[src/rtl/core/nrmc_pkg.sv]
// Shared types and constants for the RMC time parser.
// Depends on nothing; every module of the block imports it.
package nrmc_pkg;

	localparam int HISTORY_DEPTH = 3;
	localparam int NUM_GROUPS    = 4;

	localparam logic [7:0] COMMA_CHAR  = 8'h2C;
	localparam logic [7:0] DASH_CHAR   = 8'h2D;
	localparam logic [7:0] DIGIT_ZERO  = 8'h30;
	localparam logic [7:0] DIGIT_NINE  = 8'h39;

	localparam logic [3:0] COUNT_MAX    = 4'd15;
	localparam logic [3:0] TIME_TOKEN   = 4'd2;
	localparam logic [3:0] STATUS_TOKEN = 4'd3;

	localparam logic [1:0] GRP_HOUR   = 2'd0;
	localparam logic [1:0] GRP_MINUTE = 2'd1;
	localparam logic [1:0] GRP_SECOND = 2'd2;
	localparam logic [1:0] GRP_MILLI  = 2'd3;

	typedef struct packed {
		logic [7:0] sentence_byte;
		logic       end_of_sentence;
	} byte_item_t;

	typedef struct packed {
		logic       accepted;
		logic [6:0] held_hour;
		logic [6:0] held_minute;
		logic [6:0] held_second;
		logic [9:0] held_millisecond;
		logic [7:0] fix_status;
	} result_item_t;

	// What the tokenizer knows about a sentence once its last byte is in.
	typedef struct packed {
		logic       time_seen;
		logic [6:0] hour;
		logic [6:0] minute;
		logic [6:0] second;
		logic [9:0] millisecond;
		logic [7:0] status;
	} sentence_sum_t;

endpackage

[src/rtl/core/nrmc_tokenizer.sv]
// Per-sentence tokenizer: comma splitting, time-group digit parsing, status capture.
// Depends on nrmc_pkg.
module nrmc_tokenizer (
	input  logic                  clk,
	input  logic                  arst_n,
	input  logic                  step,
	input  nrmc_pkg::byte_item_t  item,
	output nrmc_pkg::sentence_sum_t summary
);
	import nrmc_pkg::*;

	logic [3:0] tok_q, tok_n;
	logic [3:0] chr_q, chr_n;
	logic       in_tok_q, in_tok_n;
	logic [9:0] dig_q [NUM_GROUPS];
	logic [9:0] dig_n [NUM_GROUPS];
	logic [NUM_GROUPS-1:0] stop_q, stop_n;
	logic       seen_q, seen_n;
	logic [7:0] stat_q, stat_n;

	logic [3:0] pos;
	logic       grp_hit;
	logic [1:0] grp_idx;
	logic       is_digit;
	logic [7:0] c;

	assign c        = item.sentence_byte;
	assign is_digit = (c >= DIGIT_ZERO) && (c <= DIGIT_NINE);

	// Map a position inside the time token to its digit group.
	always_comb begin
		grp_hit = 1'b1;
		grp_idx = GRP_HOUR;
		if (pos < 4'd2) begin
			grp_idx = GRP_HOUR;
		end else if (pos < 4'd4) begin
			grp_idx = GRP_MINUTE;
		end else if (pos < 4'd6) begin
			grp_idx = GRP_SECOND;
		end else if (pos >= 4'd7 && pos < 4'd10) begin
			grp_idx = GRP_MILLI;
		end else begin
			grp_hit = 1'b0;
		end
	end

	always_comb begin
		tok_n    = tok_q;
		chr_n    = chr_q;
		in_tok_n = in_tok_q;
		stop_n   = stop_q;
		seen_n   = seen_q;
		stat_n   = stat_q;
		pos      = chr_q;
		for (int g = 0; g < NUM_GROUPS; g++) begin
			dig_n[g] = dig_q[g];
		end
		if (c == COMMA_CHAR) begin
			in_tok_n = 1'b0;
		end else begin
			if (!in_tok_q) begin
				in_tok_n = 1'b1;
				pos      = 4'd0;
				if (tok_q != COUNT_MAX) begin
					tok_n = tok_q + 4'd1;
				end
			end
			if (tok_n == TIME_TOKEN) begin
				seen_n = 1'b1;
				for (int g = 0; g < NUM_GROUPS; g++) begin
					if (grp_hit && grp_idx == 2'(g) && !stop_q[g]) begin
						if (is_digit) begin
							// d*10 + digit, kept to 10 bits
							dig_n[g] = {dig_q[g][6:0], 3'b000} + {dig_q[g][8:0], 1'b0}
								+ {6'd0, c[3:0]};
						end else begin
							stop_n[g] = 1'b1;
						end
					end
				end
			end else if (tok_n == STATUS_TOKEN && pos == 4'd0) begin
				stat_n = c;
			end
			chr_n = (pos == COUNT_MAX) ? pos : pos + 4'd1;
		end
	end

	assign summary.time_seen   = seen_n;
	assign summary.hour        = dig_n[GRP_HOUR][6:0];
	assign summary.minute      = dig_n[GRP_MINUTE][6:0];
	assign summary.second      = dig_n[GRP_SECOND][6:0];
	assign summary.millisecond = dig_n[GRP_MILLI];
	assign summary.status      = stat_n;

	// Clear per-sentence state after the last byte of a sentence.
	always_ff @(posedge clk or negedge arst_n) begin
		if (!arst_n) begin
			tok_q    <= '0;
			chr_q    <= '0;
			in_tok_q <= 1'b0;
			stop_q   <= '0;
			seen_q   <= 1'b0;
			stat_q   <= DASH_CHAR;
			for (int g = 0; g < NUM_GROUPS; g++) begin
				dig_q[g] <= '0;
			end
		end else if (step) begin
			if (item.end_of_sentence) begin
				tok_q    <= '0;
				chr_q    <= '0;
				in_tok_q <= 1'b0;
				stop_q   <= '0;
				seen_q   <= 1'b0;
				stat_q   <= DASH_CHAR;
				for (int g = 0; g < NUM_GROUPS; g++) begin
					dig_q[g] <= '0;
				end
			end else begin
				tok_q    <= tok_n;
				chr_q    <= chr_n;
				in_tok_q <= in_tok_n;
				stop_q   <= stop_n;
				seen_q   <= seen_n;
				stat_q   <= stat_n;
				for (int g = 0; g < NUM_GROUPS; g++) begin
					dig_q[g] <= dig_n[g];
				end
			end
		end
	end

endmodule

[src/rtl/core/nrmc_history.sv]
// Hour/minute history check, latched time and the result register.
// Depends on nrmc_pkg.
module nrmc_history (
	input  logic                    clk,
	input  logic                    arst_n,
	input  logic                    load,
	input  nrmc_pkg::sentence_sum_t summary,
	input  logic                    result_stall,
	output logic                    result_valid,
	output nrmc_pkg::result_item_t  result_data
);
	import nrmc_pkg::*;

	logic [6:0] hist_h_q [HISTORY_DEPTH];
	logic [6:0] hist_m_q [HISTORY_DEPTH];
	logic [6:0] hist_h_n [HISTORY_DEPTH];
	logic [6:0] hist_m_n [HISTORY_DEPTH];
	logic [6:0] hour_q, minute_q, second_q;
	logic [9:0] milli_q;
	logic       same;
	logic       take;
	logic       valid_q;
	result_item_t res_n, res_q;

	always_comb begin
		hist_h_n[0] = summary.hour;
		hist_m_n[0] = summary.minute;
		for (int i = 1; i < HISTORY_DEPTH; i++) begin
			hist_h_n[i] = hist_h_q[i-1];
			hist_m_n[i] = hist_m_q[i-1];
		end
		same = 1'b1;
		for (int i = 1; i < HISTORY_DEPTH; i++) begin
			if (hist_h_n[i] != hist_h_n[0] || hist_m_n[i] != hist_m_n[0]) begin
				same = 1'b0;
			end
		end
	end

	assign take = summary.time_seen && same;

	always_comb begin
		res_n.accepted         = !summary.time_seen || same;
		res_n.held_hour        = take ? summary.hour        : hour_q;
		res_n.held_minute      = take ? summary.minute      : minute_q;
		res_n.held_second      = take ? summary.second      : second_q;
		res_n.held_millisecond = take ? summary.millisecond : milli_q;
		res_n.fix_status       = take ? summary.status      : DASH_CHAR;
	end

	always_ff @(posedge clk or negedge arst_n) begin
		if (!arst_n) begin
			for (int i = 0; i < HISTORY_DEPTH; i++) begin
				hist_h_q[i] <= '0;
				hist_m_q[i] <= '0;
			end
			hour_q   <= '0;
			minute_q <= '0;
			second_q <= '0;
			milli_q  <= '0;
			valid_q  <= 1'b0;
		end else begin
			if (load && summary.time_seen) begin
				for (int i = 0; i < HISTORY_DEPTH; i++) begin
					hist_h_q[i] <= hist_h_n[i];
					hist_m_q[i] <= hist_m_n[i];
				end
			end
			if (load && take) begin
				hour_q   <= summary.hour;
				minute_q <= summary.minute;
				second_q <= summary.second;
				milli_q  <= summary.millisecond;
			end
			if (load) begin
				valid_q <= 1'b1;
			end else if (!result_stall) begin
				valid_q <= 1'b0;
			end
		end
	end

	always_ff @(posedge clk) begin
		if (load) begin
			res_q <= res_n;
		end
	end

	assign result_valid = valid_q;
	assign result_data  = res_q;

endmodule

[src/rtl/core/nmea_rmc_time_parser.sv]
// Top level of the RMC time parser: input register, tokenizer, history/result stage.
// Depends on nrmc_pkg, nrmc_tokenizer and nrmc_history.
//
//  channel   signals                                    direction
//  byte      byte_valid, byte_stall, byte_data          sentence characters in
//  result    result_valid, result_stall, result_data    one item per sentence out
//
// One byte per cycle while byte_stall is low: a byte sits in the input register while the
// tokenizer and history logic act on it; the end byte loads the result register,
// so each result passes the input register and then the result register.
// Reset clears the sentence state, history and latched time to zero, status to '-'.
// Only an end byte waits on a held result; other bytes keep flowing under result_stall.
module nmea_rmc_time_parser (
	input  logic                   clk,
	input  logic                   arst_n,
	input  logic                   byte_valid,
	output logic                   byte_stall,
	input  nrmc_pkg::byte_item_t   byte_data,
	output logic                   result_valid,
	input  logic                   result_stall,
	output nrmc_pkg::result_item_t result_data
);
	import nrmc_pkg::*;

	logic          valid_s1;
	byte_item_t    item_s1;
	logic          advance;
	logic          accept;
	sentence_sum_t summary;

	// Hold an end byte until the result register is free.
	assign advance    = valid_s1 && (!item_s1.end_of_sentence || !result_valid || !result_stall);
	assign byte_stall = valid_s1 && !advance;
	assign accept     = byte_valid && !byte_stall;

	always_ff @(posedge clk or negedge arst_n) begin
		if (!arst_n) begin
			valid_s1 <= 1'b0;
		end else if (accept) begin
			valid_s1 <= 1'b1;
		end else if (advance) begin
			valid_s1 <= 1'b0;
		end
	end

	always_ff @(posedge clk) begin
		if (accept) begin
			item_s1 <= byte_data;
		end
	end

	nrmc_tokenizer u_tokenizer (
		.clk     (clk),
		.arst_n  (arst_n),
		.step    (advance),
		.item    (item_s1),
		.summary (summary)
	);

	nrmc_history u_history (
		.clk          (clk),
		.arst_n       (arst_n),
		.load         (advance && item_s1.end_of_sentence),
		.summary      (summary),
		.result_stall (result_stall),
		.result_valid (result_valid),
		.result_data  (result_data)
	);

endmodule

[config.mk]
export PLATFORM = sky130hd
export DESIGN_NAME = nmea_rmc_time_parser
export DESIGN_NICKNAME = d
export VERILOG_FILES = /design/src/rtl/core/nrmc_pkg.sv /design/src/rtl/core/nrmc_tokenizer.sv /design/src/rtl/core/nrmc_history.sv /design/src/rtl/core/nmea_rmc_time_parser.sv
export SDC_FILE = /design/constraint.sdc
export NUM_CORES = 1
export LEC_CHECK = 0
export ABC_AREA = 0
export BUFFER_PORTS_ARGS = -buffer_cell sky130_fd_sc_hd__buf_4
export CAP_MARGIN = 20
export CORE_AREA = 5 5 155 157
export DETAILED_ROUTE_END_ITERATION = 8
export DIE_AREA = 0 0 160 162
export GPL_TIMING_DRIVEN = 0
export PLACE_DENSITY = 0.6
export SYNTH_ARGS = -nofsm -noshare
export SYNTH_HDL_FRONTEND = slang
export SYNTH_SLANG_ARGS = --single-unit
export TNS_END_PERCENT = 1
[constraint.sdc]
create_clock -name clk -period 3.86 [get_ports clk]
set_clock_uncertainty 0.1 [all_clocks]
set_input_delay 0.579 -clock clk [delete_from_list [all_inputs] [get_ports clk]]
set_output_delay 0.579 -clock clk [all_outputs]
set_load 0.02 [all_outputs]
==> results of run 1 <==
==> synthesized netlist by cell type, types with 3 or more instances <==
| master | count | area, um2 |
|---|---|---|
| a21o_1 | 8 | 60.1 |
| a21oi_1 | 43 | 215 |
| a22o_1 | 22 | 193 |
| a22oi_1 | 4 | 30.0 |
| a31oi_1 | 3 | 18.8 |
| and2_1 | 7 | 43.8 |
| and3_1 | 9 | 56.3 |
| and4_1 | 3 | 26.3 |
| and4b_1 | 3 | 30.0 |
| buf_2 | 4 | 20.0 |
| buf_6 | 6 | 67.6 |
| clkbuf_1 | 20 | 75.1 |
| dfrtp_1 | 110 | 2750 |
| dfstp_2 | 4 | 105 |
| edfxtp_1 | 49 | 1470 |
| fa_1 | 8 | 160 |
| ha_1 | 41 | 513 |
| inv_1 | 28 | 105 |
| mux2_1 | 39 | 439 |
| mux2_2 | 52 | 586 |
| mux2i_1 | 6 | 60.1 |
| nand2_1 | 79 | 297 |
| nand2b_1 | 6 | 37.5 |
| nand3_1 | 13 | 65.1 |
| nand3b_1 | 3 | 22.5 |
| nand4_1 | 8 | 50.1 |
| nor2_1 | 38 | 143 |
| nor3_1 | 16 | 80.1 |
| o211ai_1 | 4 | 30.0 |
| o21a_1 | 3 | 22.5 |
| o21ai_0 | 45 | 225 |
| o221ai_1 | 3 | 26.3 |
| o22ai_1 | 9 | 56.3 |
| o31ai_1 | 5 | 37.5 |
| or3_1 | 9 | 56.3 |
| xnor2_1 | 22 | 193 |
| xor2_1 | 11 | 96.3 |
==> final cells by class <==
class                   instances  area share [%]
multi-input cells             559            41.8
flip-flops and latches        163            40.6
clock inverters                14            1.87
plain buffers                  32            2.04
inverters                      29            1.02
well taps                     285            3.35
repair buffers                 69            5.22
clock buffers                  18            4.12
==> critical path, delay by kind of cell (launching register included) <==
family / cells / cell delay [ns]
AOI/OAI and AO/OA: 3 / 0.52
xor gates and xnor gates: 1 / 0.17
adders and majority gates: 2 / 0.85
buffers and inverters: 3 / 0.48
DFF: 1 / 0.49
muxes: 1 / 0.35
and+or+nand+nor: 4 / 1.19
==> stage by stage <==
stage	worst slack [ns]	setup TNS [ns]
floorplan	-0.159	-5.11
detailed placement	-0.934	-56.74
finish	-0.567	-30.95
global placement	-1.28	-101.69
CTS	-0.578	-31.59
global route	-0.694	-38.95
==> registers in the layout, summed over array words and instances, names as in the netlist, 8 cells and up <==
name / count
u_history.hist_h_n: 14
item_s1: 9
u_tokenizer.dig_q: 31
u_history.milli_q: 10
u_history.hist_m_n: 14
u_tokenizer.stat_q: 8
u_history.result_data: 40
==> what timing repair did <==
action                                 in CTS  in global routing
setup buffers                              10                  2
gates resized for setup                    47                  8
pin swaps                                   1                  2
hold buffers                                1                  0
endpoints found under the hold margin      37                  0
setup endpoints to repair                  71                 91
==> per-layer routing <==
metal	up-vias	part of all wire, %
met5	-	0
met4	0	1.8
met3	32	5.0
met2	148	45
met1	3163	48
li1	3035	-
==> cell families after synthesis <==
| kind of cell | Yosys count |
|---|---|
| AO/OA/AOI/OAI | 168 |
| XOR/XNOR | 34 |
| adder cells (fa/ha/maj) | 49 |
| buffers and inverters | 61 |
| flip-flops | 163 |
| multiplexers | 99 |
| AND/OR/NAND/NOR | 209 |
==> worst max path at each step <==
stage | start | to | slack [ns] | cells after the start
5_1_grt | item_s1[4] | u_history.result_data[26] | -0.69 | 14
4_1_cts | item_s1[4] | u_history.result_data[12] | -0.58 | 14
6_report | item_s1[4] | u_history.result_data[26] | -0.57 | 14
3_3_place_gp | result_stall | u_history.hist_h_n[12] | -1.28 | 8
3_5_place_dp | item_s1[4] | u_history.result_data[28] | -0.93 | 15
2_1_floorplan | item_s1[4] | u_history.result_data[12] | -0.16 | 14
==> power breakdown <==
| group | internal, mW | switching, mW | total, mW |
|---|---|---|---|
| Combinational | 0.297 | 0.460 | 0.757 |
| Sequential | 1.91 | 0.105 | 2.02 |
| Clock | 1.11 | 0.736 | 1.84 |
| Total | 3.32 | 1.30 | 4.62 |
==> flow_summary.json, run 1 <==
{
  "status": "finished, violations left",
  "violations": "setup timing",
  "drv_slew": 0,
  "cts_max_path_buffers": 2,
  "core_area_um2": 22400,
  "fill_cells": 2034,
  "regToRegSetupSlack_ns": -0.57,
  "cts_root_buf": "clkbuf_16",
  "critPathKind": "register to register",
  "rows": 55,
  "powerDensity_nw_per_um2": 434,
  "grt_max_degree": 78,
  "postLayoutCoreUtil_pct": 47.7,
  "hold_path_depth": 1,
  "critPathMaxFanout": 10,
  "multiInputGateArea_um2": 4450,
  "setup_ws_ns": -0.567,
  "avgSynthCellArea_um2": 11.3,
  "ys.flop_type": "dfrtp_1",
  "vdd_ir_drop_max_uv": 310,
  "synth_nets": 845,
  "synth_edf_count": 49,
  "ff_latch_area_um2": 4330,
  "post-route-cell-area_um2": 10700,
  "worstReg2RegStart": "item_s1[4]",
  "dp_cells": 1124,
  "arrival_ns": 4.50,
  "cts_max_level": 4,
  "num-nets-final": 933,
  "fmax_mhz": 226,
  "final.min_clock_period_ns": 4.43,
  "synth-simple-area-share_pct": 11.9,
  "synth_fa_ha_area_share_pct": 7.59,
  "path_common_cell": "buf_6",
  "via_count": 6378,
  "synth_compound_area_share_pct": 12.4,
  "slew-limit-headroom_pct": 42.2,
  "avgViaCountPerCell": 5.46,
  "crit_chain": "inv_2 -> fa_1 -> fa_2 -> xnor2_2 -> or3_1 -> a221oi_2 -> nand4_1 -> o21ai_1 -> o211ai_1 -> or4_4 -> and4b_1 -> buf_6 -> buf_6 -> mux2_1",
  "r2r_end": "u_history.result_data[26]",
  "syn-cell-area_um2": 8870,
  "clkTransAtPathRegs_ns": 0.07,
  "grt_usage_pct": 17.3,
  "place_area_um2": 9710,
  "gp_congestion": 0.836,
  "area_growth_pct": 20.2,
  "tightest_slew_ns": 0.857,
  "ios": 55,
  "ys_async_sr_fraction_pct": 69.9,
  "worst_hold_path_type": "input pin to register",
  "cp-start-kind": "register",
  "dp_hpwl_um": 15300,
  "whs_endpoint": "item_s1[6]",
  "synth_warnings": 0,
  "synthMuxAreaShare_pct": 12.6,
  "final_cells": 1169,
  "clock-sinks": 163,
  "final_common_cell": "dfrtp_1",
  "drc": 0,
  "drive_above_1_share_pct": 24.9,
  "period_share_pct": 115,
  "cellLeakagePower_nw": 4.81,
  "antenna_found_initial": 0,
  "routed_wl_um": 22200,
  "ys_types": 70,
  "hold_ws_ns": 0.219,
  "grt_overflow": 0,
  "numCtsBuffers": 17,
  "finalSetupViolCount": 70,
  "cts_tree": "yes",
  "use_met2_pct": 26.4,
  "hold_viol_final": 0,
  "dr.pass1.iters": 5,
  "synthXorXnorAreaFrac_pct": 3.44,
  "fp.dieArea_um2": 25900,
  "seq_area_frac_synth_pct": 48.8,
  "syn_inst": 783,
  "min_from": "byte_data[6]",
  "synth_top_family_by_area": "multiplexers",
  "slowest_delay_ns": 0.49,
  "total_power_mw": 4.62,
  "use_met3_pct": 3.02,
  "drt-wirelength-per-cell_um": 19.0,
  "die_y_um": 162,
  "first_iter_violations": 414,
  "required_ns": 3.93,
  "port_buffers": 54,
  "reg2reg_depth": 14,
  "first_global_vias": 6308,
  "die_w_um": 160,
  "start_util_pct": 39.7,
  "final_cell_mix": "dfrtp_1, nand2_1, buf_4, edfxtp_1",
  "antenna_cells": 0,
  "busiest_layer": "met2",
  "rsz0062_at_grt": "yes",
  "drv_cap": 0,
  "ys_seq_elements": 163,
  "final_antenna_net_count": 0,
  "endpoint_kind": "register",
  "clock_latency_ns": 0.43,
  "grt_first_pass_wirelength_um": 35400,
  "grtUsageMet1_pct": 25.4,
  "cp_slowest_cell": "edfxtp_1"
}
No activity file was read; power rests on OpenSTA's default activity.
==> run 2, diff against run 1 <==
--- a/config.mk
+++ b/config.mk
@@ -9,6 +9,7 @@
 export BUFFER_PORTS_ARGS = -buffer_cell sky130_fd_sc_hd__buf_4
 export CAP_MARGIN = 20
 export CORE_AREA = 5 5 155 157
+export CTS_BUF_LIST = sky130_fd_sc_hd__clkbuf_16
 export DETAILED_ROUTE_END_ITERATION = 8
 export DIE_AREA = 0 0 160 162
 export GPL_TIMING_DRIVEN = 0
==> flow_summary.json, run 2 (synthesis gave the netlist of run 1 again) <==
{
  "gp_congestion": 0.836,
  "required_ns": 3.93,
  "status": "finished, violations left",
  "critPathKind": "register to register",
  "cts_max_path_buffers": 2,
  "place_area_um2": 9710,
  "p_switching_mw": 1.30,
  "slowest_delay_ns": 0.49,
  "via_count": 6413,
  "cts_tree": "yes",
  "grt_overflow": 0,
  "clock_latency_ns": 0.43,
  "internal-power_mw": 3.30,
  "dr.pass1.iters": 7,
  "grt_first_pass_wirelength_um": 35400,
  "finalSetupViolCount": 70,
  "start_util_pct": 39.7,
  "tns_ns": -30.44,
  "fmax_mhz": 226,
  "first_iter_violations": 432,
  "clock-sinks": 163,
  "post-route-cell-area_um2": 10600,
  "drc": 0,
  "cp_top_family": "simple AND/OR/NAND/NOR gates",
  "netSwitchingFraction_pct": 28.2,
  "grt_usage_pct": 17.3,
  "cp-start-kind": "register",
  "die_y_um": 162,
  "grt_max_degree": 78,
  "vdd_ir_drop_max_uv": 306,
  "final_antenna_net_count": 0,
  "period_share_pct": 115,
  "arrival_ns": 4.49,
  "final_common_cell": "dfrtp_1",
  "slew-limit-headroom_pct": 41.9,
  "hold_viol_final": 0,
  "dp_hpwl_um": 15300,
  "crit_chain": "inv_2 -> fa_1 -> fa_2 -> xnor2_2 -> or3_1 -> a221oi_2 -> nand4_1 -> o21ai_1 -> o211ai_1 -> or4_4 -> and4b_1 -> buf_6 -> buf_6 -> mux2_1",
  "total_power_mw": 4.60,
  "final_cells": 1169,
  "numCtsBuffers": 17,
  "postLayoutCoreUtil_pct": 47.6,
  "ios": 55,
  "hold_ws_ns": 0.221,
  "multiInputGateArea_um2": 4450,
  "port_buffers": 54,
  "cts_max_level": 4,
  "cts_root_buf": "clkbuf_16",
  "setup_ws_ns": -0.560,
  "final.min_clock_period_ns": 4.42,
  "dp_cells": 1124,
  "core_area_um2": 22400,
  "final_cell_mix": "dfrtp_1, nand2_1, buf_4, edfxtp_1",
  "ff_latch_area_um2": 4330,
  "antenna_found_initial": 0,
  "power_frac_comb_pct": 16.5,
  "num-nets-final": 933,
  "worst_hold_path_type": "input pin to register",
  "rows": 55,
  "powerDensity_nw_per_um2": 432,
  "drv_slew": 0,
  "area_growth_pct": 20.0,
  "clkTransAtPathRegs_ns": 0.07,
  "rsz0062_at_grt": "yes",
  "avgViaCountPerCell": 5.49,
  "drive_above_1_share_pct": 24.8,
  "drv_cap": 0,
  "endpoint_kind": "register",
  "critPathMaxFanout": 10,
  "path_buf_inv": 3,
  "drt-wirelength-per-cell_um": 19.0,
  "violations": "setup timing",
  "post-place-ws_ns": -0.934,
  "fill_cells": 2034,
  "cp_slowest_cell": "edfxtp_1",
  "largest_reg_flops": 40,
  "die_w_um": 160,
  "tightest_slew_ns": 0.862,
  "fp.dieArea_um2": 25900,
  "cellLeakagePower_nw": 4.80,
  "first_global_vias": 6310,
  "routed_wl_um": 22200,
  "antenna_cells": 0,
  "clock_power_share_pct": 39.6,
  "pwr-share-seq_pct": 43.9,
  "path_common_cell": "buf_6"
}
==> run 2: worst reg2reg max path, stage by stage, from the launching register on <==
cell and delay (ns):
edfxtp_1 0.49, inv_2 0.18, fa_1 0.48, fa_2 0.38
xnor2_2 0.17, or3_1 0.33, a221oi_2 0.26, nand4_1 0.12
o21ai_1 0.15, o211ai_1 0.10, or4_4 0.46, and4b_1 0.28
buf_6 0.13, buf_6 0.17, mux2_1 0.35
==> run 2: path summary, 6_finish.rpt <==
| check | endpoint | slack (ns) | depth (start not counted) | startpoint |
|---|---|---|---|---|
| max in group asynchronous | u_tokenizer.stat_q[5] | 2.39 | 3 | arst_n |
| max | u_history.result_data[26] | -0.56 | 14 | item_s1[4] |
| max reg2reg | u_history.result_data[26] | -0.56 | 14 | item_s1[4] |
| min | item_s1[6] | 0.22 | 1 | byte_data[6] |
| min reg2reg | u_tokenizer.stop_q[2] | 0.39 | 2 | u_tokenizer.stop_q[2] |
| min in group asynchronous | u_history.hour_q[1] | 0.52 | 2 | arst_n |
==> run 2: power by group through the flow <==
| stage | Sequential, mW | Combinational (mW) | Clock [mW] |
|---|---|---|---|
| final | 2.02 | 0.759 | 1.82 |
| after global routing | 2.04 | 0.838 | 1.92 |
| after CTS | 2.02 | 0.758 | 1.85 |
| after detailed placement | 2.05 | 0.734 | 0 |
| after global placement | 2.05 | 0.714 | 0 |
| after floorplan | 2.05 | 0.491 | 0 |
==> run 2: final cells by class <==
cell class,instances,share of cell area (%)
inverter,29,1.02
multi-input combinational,559,41.8
sequential,163,40.7
timing repair buffer,69,5.23
buffer,32,2.04
tap,285,3.35
clock inverter,15,1.90
clock buffer,17,3.99
==> run 2: timing repair <==
| item | CTS | global route |
|---|---|---|
| pin swaps | 1 | 2 |
| hold buffers | 1 | 0 |
| hold endpoints to repair | 37 | 0 |
| setup endpoints to repair | 71 | 91 |
| gates resized for setup | 47 | 8 |
| buffers inserted | 10 | 2 |
==> run 2: per-layer routing <==
layer	vias to the layer above	GRT usage [%]	wire length, um
li1	3038	-	-
met4	0	5.20	374
met1	3184	25.4	10800
met5	-	0	0
met2	161	26.4	10100
met3	30	3.02	955
==> run 3, diff against run 2 <==
--- a/config.mk
+++ b/config.mk
@@ -14,6 +14,7 @@
 export DIE_AREA = 0 0 160 162
 export GPL_TIMING_DRIVEN = 0
 export PLACE_DENSITY = 0.6
+export REMOVE_ABC_BUFFERS = 1
 export SYNTH_ARGS = -nofsm -noshare
 export SYNTH_HDL_FRONTEND = slang
 export SYNTH_SLANG_ARGS = --single-unit
==> flow_summary.json, run 3 (synthesis gave the netlist of run 1 again) <==
{
  "fill_cells": 2029,
  "rows": 55,
  "drv_slew": 0,
  "path_buf_inv": 3,
  "avgViaCountPerCell": 5.41,
  "status": "finished, violations left",
  "drc": 0,
  "cp_top_family": "simple AND/OR/NAND/NOR gates",
  "cts_max_path_buffers": 2,
  "finalSetupViolCount": 70,
  "first_global_vias": 6243,
  "gp_congestion": 0.848,
  "setup_ws_ns": -0.624,
  "place_area_um2": 9630,
  "rsz0062_at_grt": "yes",
  "antenna_cells": 0,
  "drive_above_1_share_pct": 24.0,
  "first_iter_violations": 323,
  "final_antenna_net_count": 0,
  "endpoint_kind": "register",
  "clkTransAtPathRegs_ns": 0.06,
  "cts_root_buf": "clkbuf_16",
  "port_buffers": 54,
  "cts_max_level": 4,
  "tightest_slew_ns": 0.977,
  "post-route-cell-area_um2": 10500,
  "netSwitchingFraction_pct": 28.3,
  "hold_viol_final": 4,
  "hold_ws_ns": -0.00975,
  "internal-power_mw": 3.16,
  "p_switching_mw": 1.24,
  "fp.dieArea_um2": 25900,
  "vdd_ir_drop_max_uv": 292,
  "dr.pass1.iters": 5,
  "violations": "hold timing, setup timing",
  "drt-wirelength-per-cell_um": 18.5,
  "arrival_ns": 4.55,
  "cellLeakagePower_nw": 4.75,
  "die_y_um": 162,
  "slowest_delay_ns": 0.47,
  "powerDensity_nw_per_um2": 419,
  "post-place-ws_ns": -1.39,
  "power_frac_comb_pct": 17.3,
  "core_area_um2": 22400,
  "area_growth_pct": 18.4,
  "clock_latency_ns": 0.43,
  "pwr-share-seq_pct": 46.0,
  "final.min_clock_period_ns": 4.48,
  "dp_hpwl_um": 13900,
  "worst_hold_path_type": "input pin to asynchronous set/reset pin",
  "grt_usage_pct": 16.8,
  "routed_wl_um": 21300,
  "slew-limit-headroom_pct": 34.8,
  "critPathKind": "register to register",
  "critPathMaxFanout": 9,
  "die_w_um": 160,
  "hold_buffers": 0,
  "grt_first_pass_wirelength_um": 34400,
  "period_share_pct": 116,
  "final_common_cell": "dfrtp_1",
  "start_util_pct": 39.7,
  "largest_reg_flops": 40,
  "grt_overflow": 0,
  "via_count": 6209,
  "drv_cap": 0,
  "crit_chain": "inv_2 -> fa_1 -> fa_2 -> xnor2_2 -> or3_1 -> a221oi_2 -> nand4_1 -> o21ai_1 -> o211ai_1 -> or4_4 -> and4b_4 -> buf_12 -> buf_16 -> mux2_1",
  "cp-start-kind": "register",
  "final_cell_mix": "dfrtp_1, nand2_1, buf_4, mux2_2, edfxtp_1",
  "tns_ns": -32.19,
  "clock_power_share_pct": 36.7,
  "required_ns": 3.93,
  "antenna_found_initial": 0,
  "num-nets-final": 911,
  "total_power_mw": 4.40,
  "cp_slowest_cell": "fa_1",
  "numCtsBuffers": 17,
  "ios": 55,
  "cts_tree": "yes",
  "fmax_mhz": 223,
  "grt_max_degree": 63,
  "clock-sinks": 163
}
run 3: changes by cell type in the layout (fill, tap and decap cells not counted), moves of 2 or more:
cell | previous run | this run
bufinv_16 | 4 | 2
buf_6 | 5 | 2
mux2_2 | 41 | 50
mux2_4 | 30 | 13
inv_1 | 27 | 31
buf_16 | 1 | 5
and4b_1 | 2 | 0
clkbuf_1 | 20 | 0
a21oi_1 | 39 | 37
buf_2 | 3 | 0
mux2_1 | 20 | 28
inv_6 | 3 | 0
a21oi_2 | 5 | 7
run 3: area by class of cell:
class / count / area [um2] / share of cell area (%)
clock buffers: 17 / 425 / 4.05
clock inverters: 15 / 128 / 1.22
inverters: 29 / 109 / 1.04
multi-input cells: 560 / 4390 / 41.8
flip-flops and latches: 163 / 4330 / 41.2
well taps: 285 / 357 / 3.40
repair buffers: 78 / 768 / 7.31
run 3: per-stage QoR:
step                util [%]  instances
floorplan                  -        751
global placement        42.3       1090
detailed placement      43.0       1098
CTS                     46.9       1147
global route            47.0       1147
finish                  47.0       1147
run 3: timing repair:
item / 4_1_cts / 5_1_grt
gates cloned: 3 / 0
setup buffers: 14 / 0
setup endpoints to repair: 94 / 70
resized for setup: 29 / 7
pin swaps: 8 / 0
run 3: layer usage:
layer  GRT usage [%]  up-vias  wire [um]
met3            3.73       23        888
li1                -     3002          -
met5               0        -          0
met4            4.42        0        276
met2            27.2      115      10100
met1            22.9     3069      10000
run 3: power groups by stage:
stage	sequential (mW)	clock (mW)	combinational, mW
CTS	2.02	1.64	0.756
global route	2.04	1.73	0.836
detailed placement	2.07	0	0.706
finish	2.03	1.62	0.759
global placement	2.06	0	0.671
floorplan	2.05	0	0.467
run 3: worst paths after layout:
path                       cells after the start                  start                         to  slack (ns)
max in group asynchronous                      2                 arst_n      u_tokenizer.stat_q[0]        2.94
max reg2reg                                   14             item_s1[4]  u_history.result_data[35]       -0.62
min                                            1                 arst_n      u_history.minute_q[2]       -0.01
min reg2reg                                    1  u_history.second_q[1]      u_history.second_q[1]        0.38
min in group clk                               1           byte_data[2]                 item_s1[2]        0.22
max                                           14             item_s1[4]  u_history.result_data[35]       -0.62
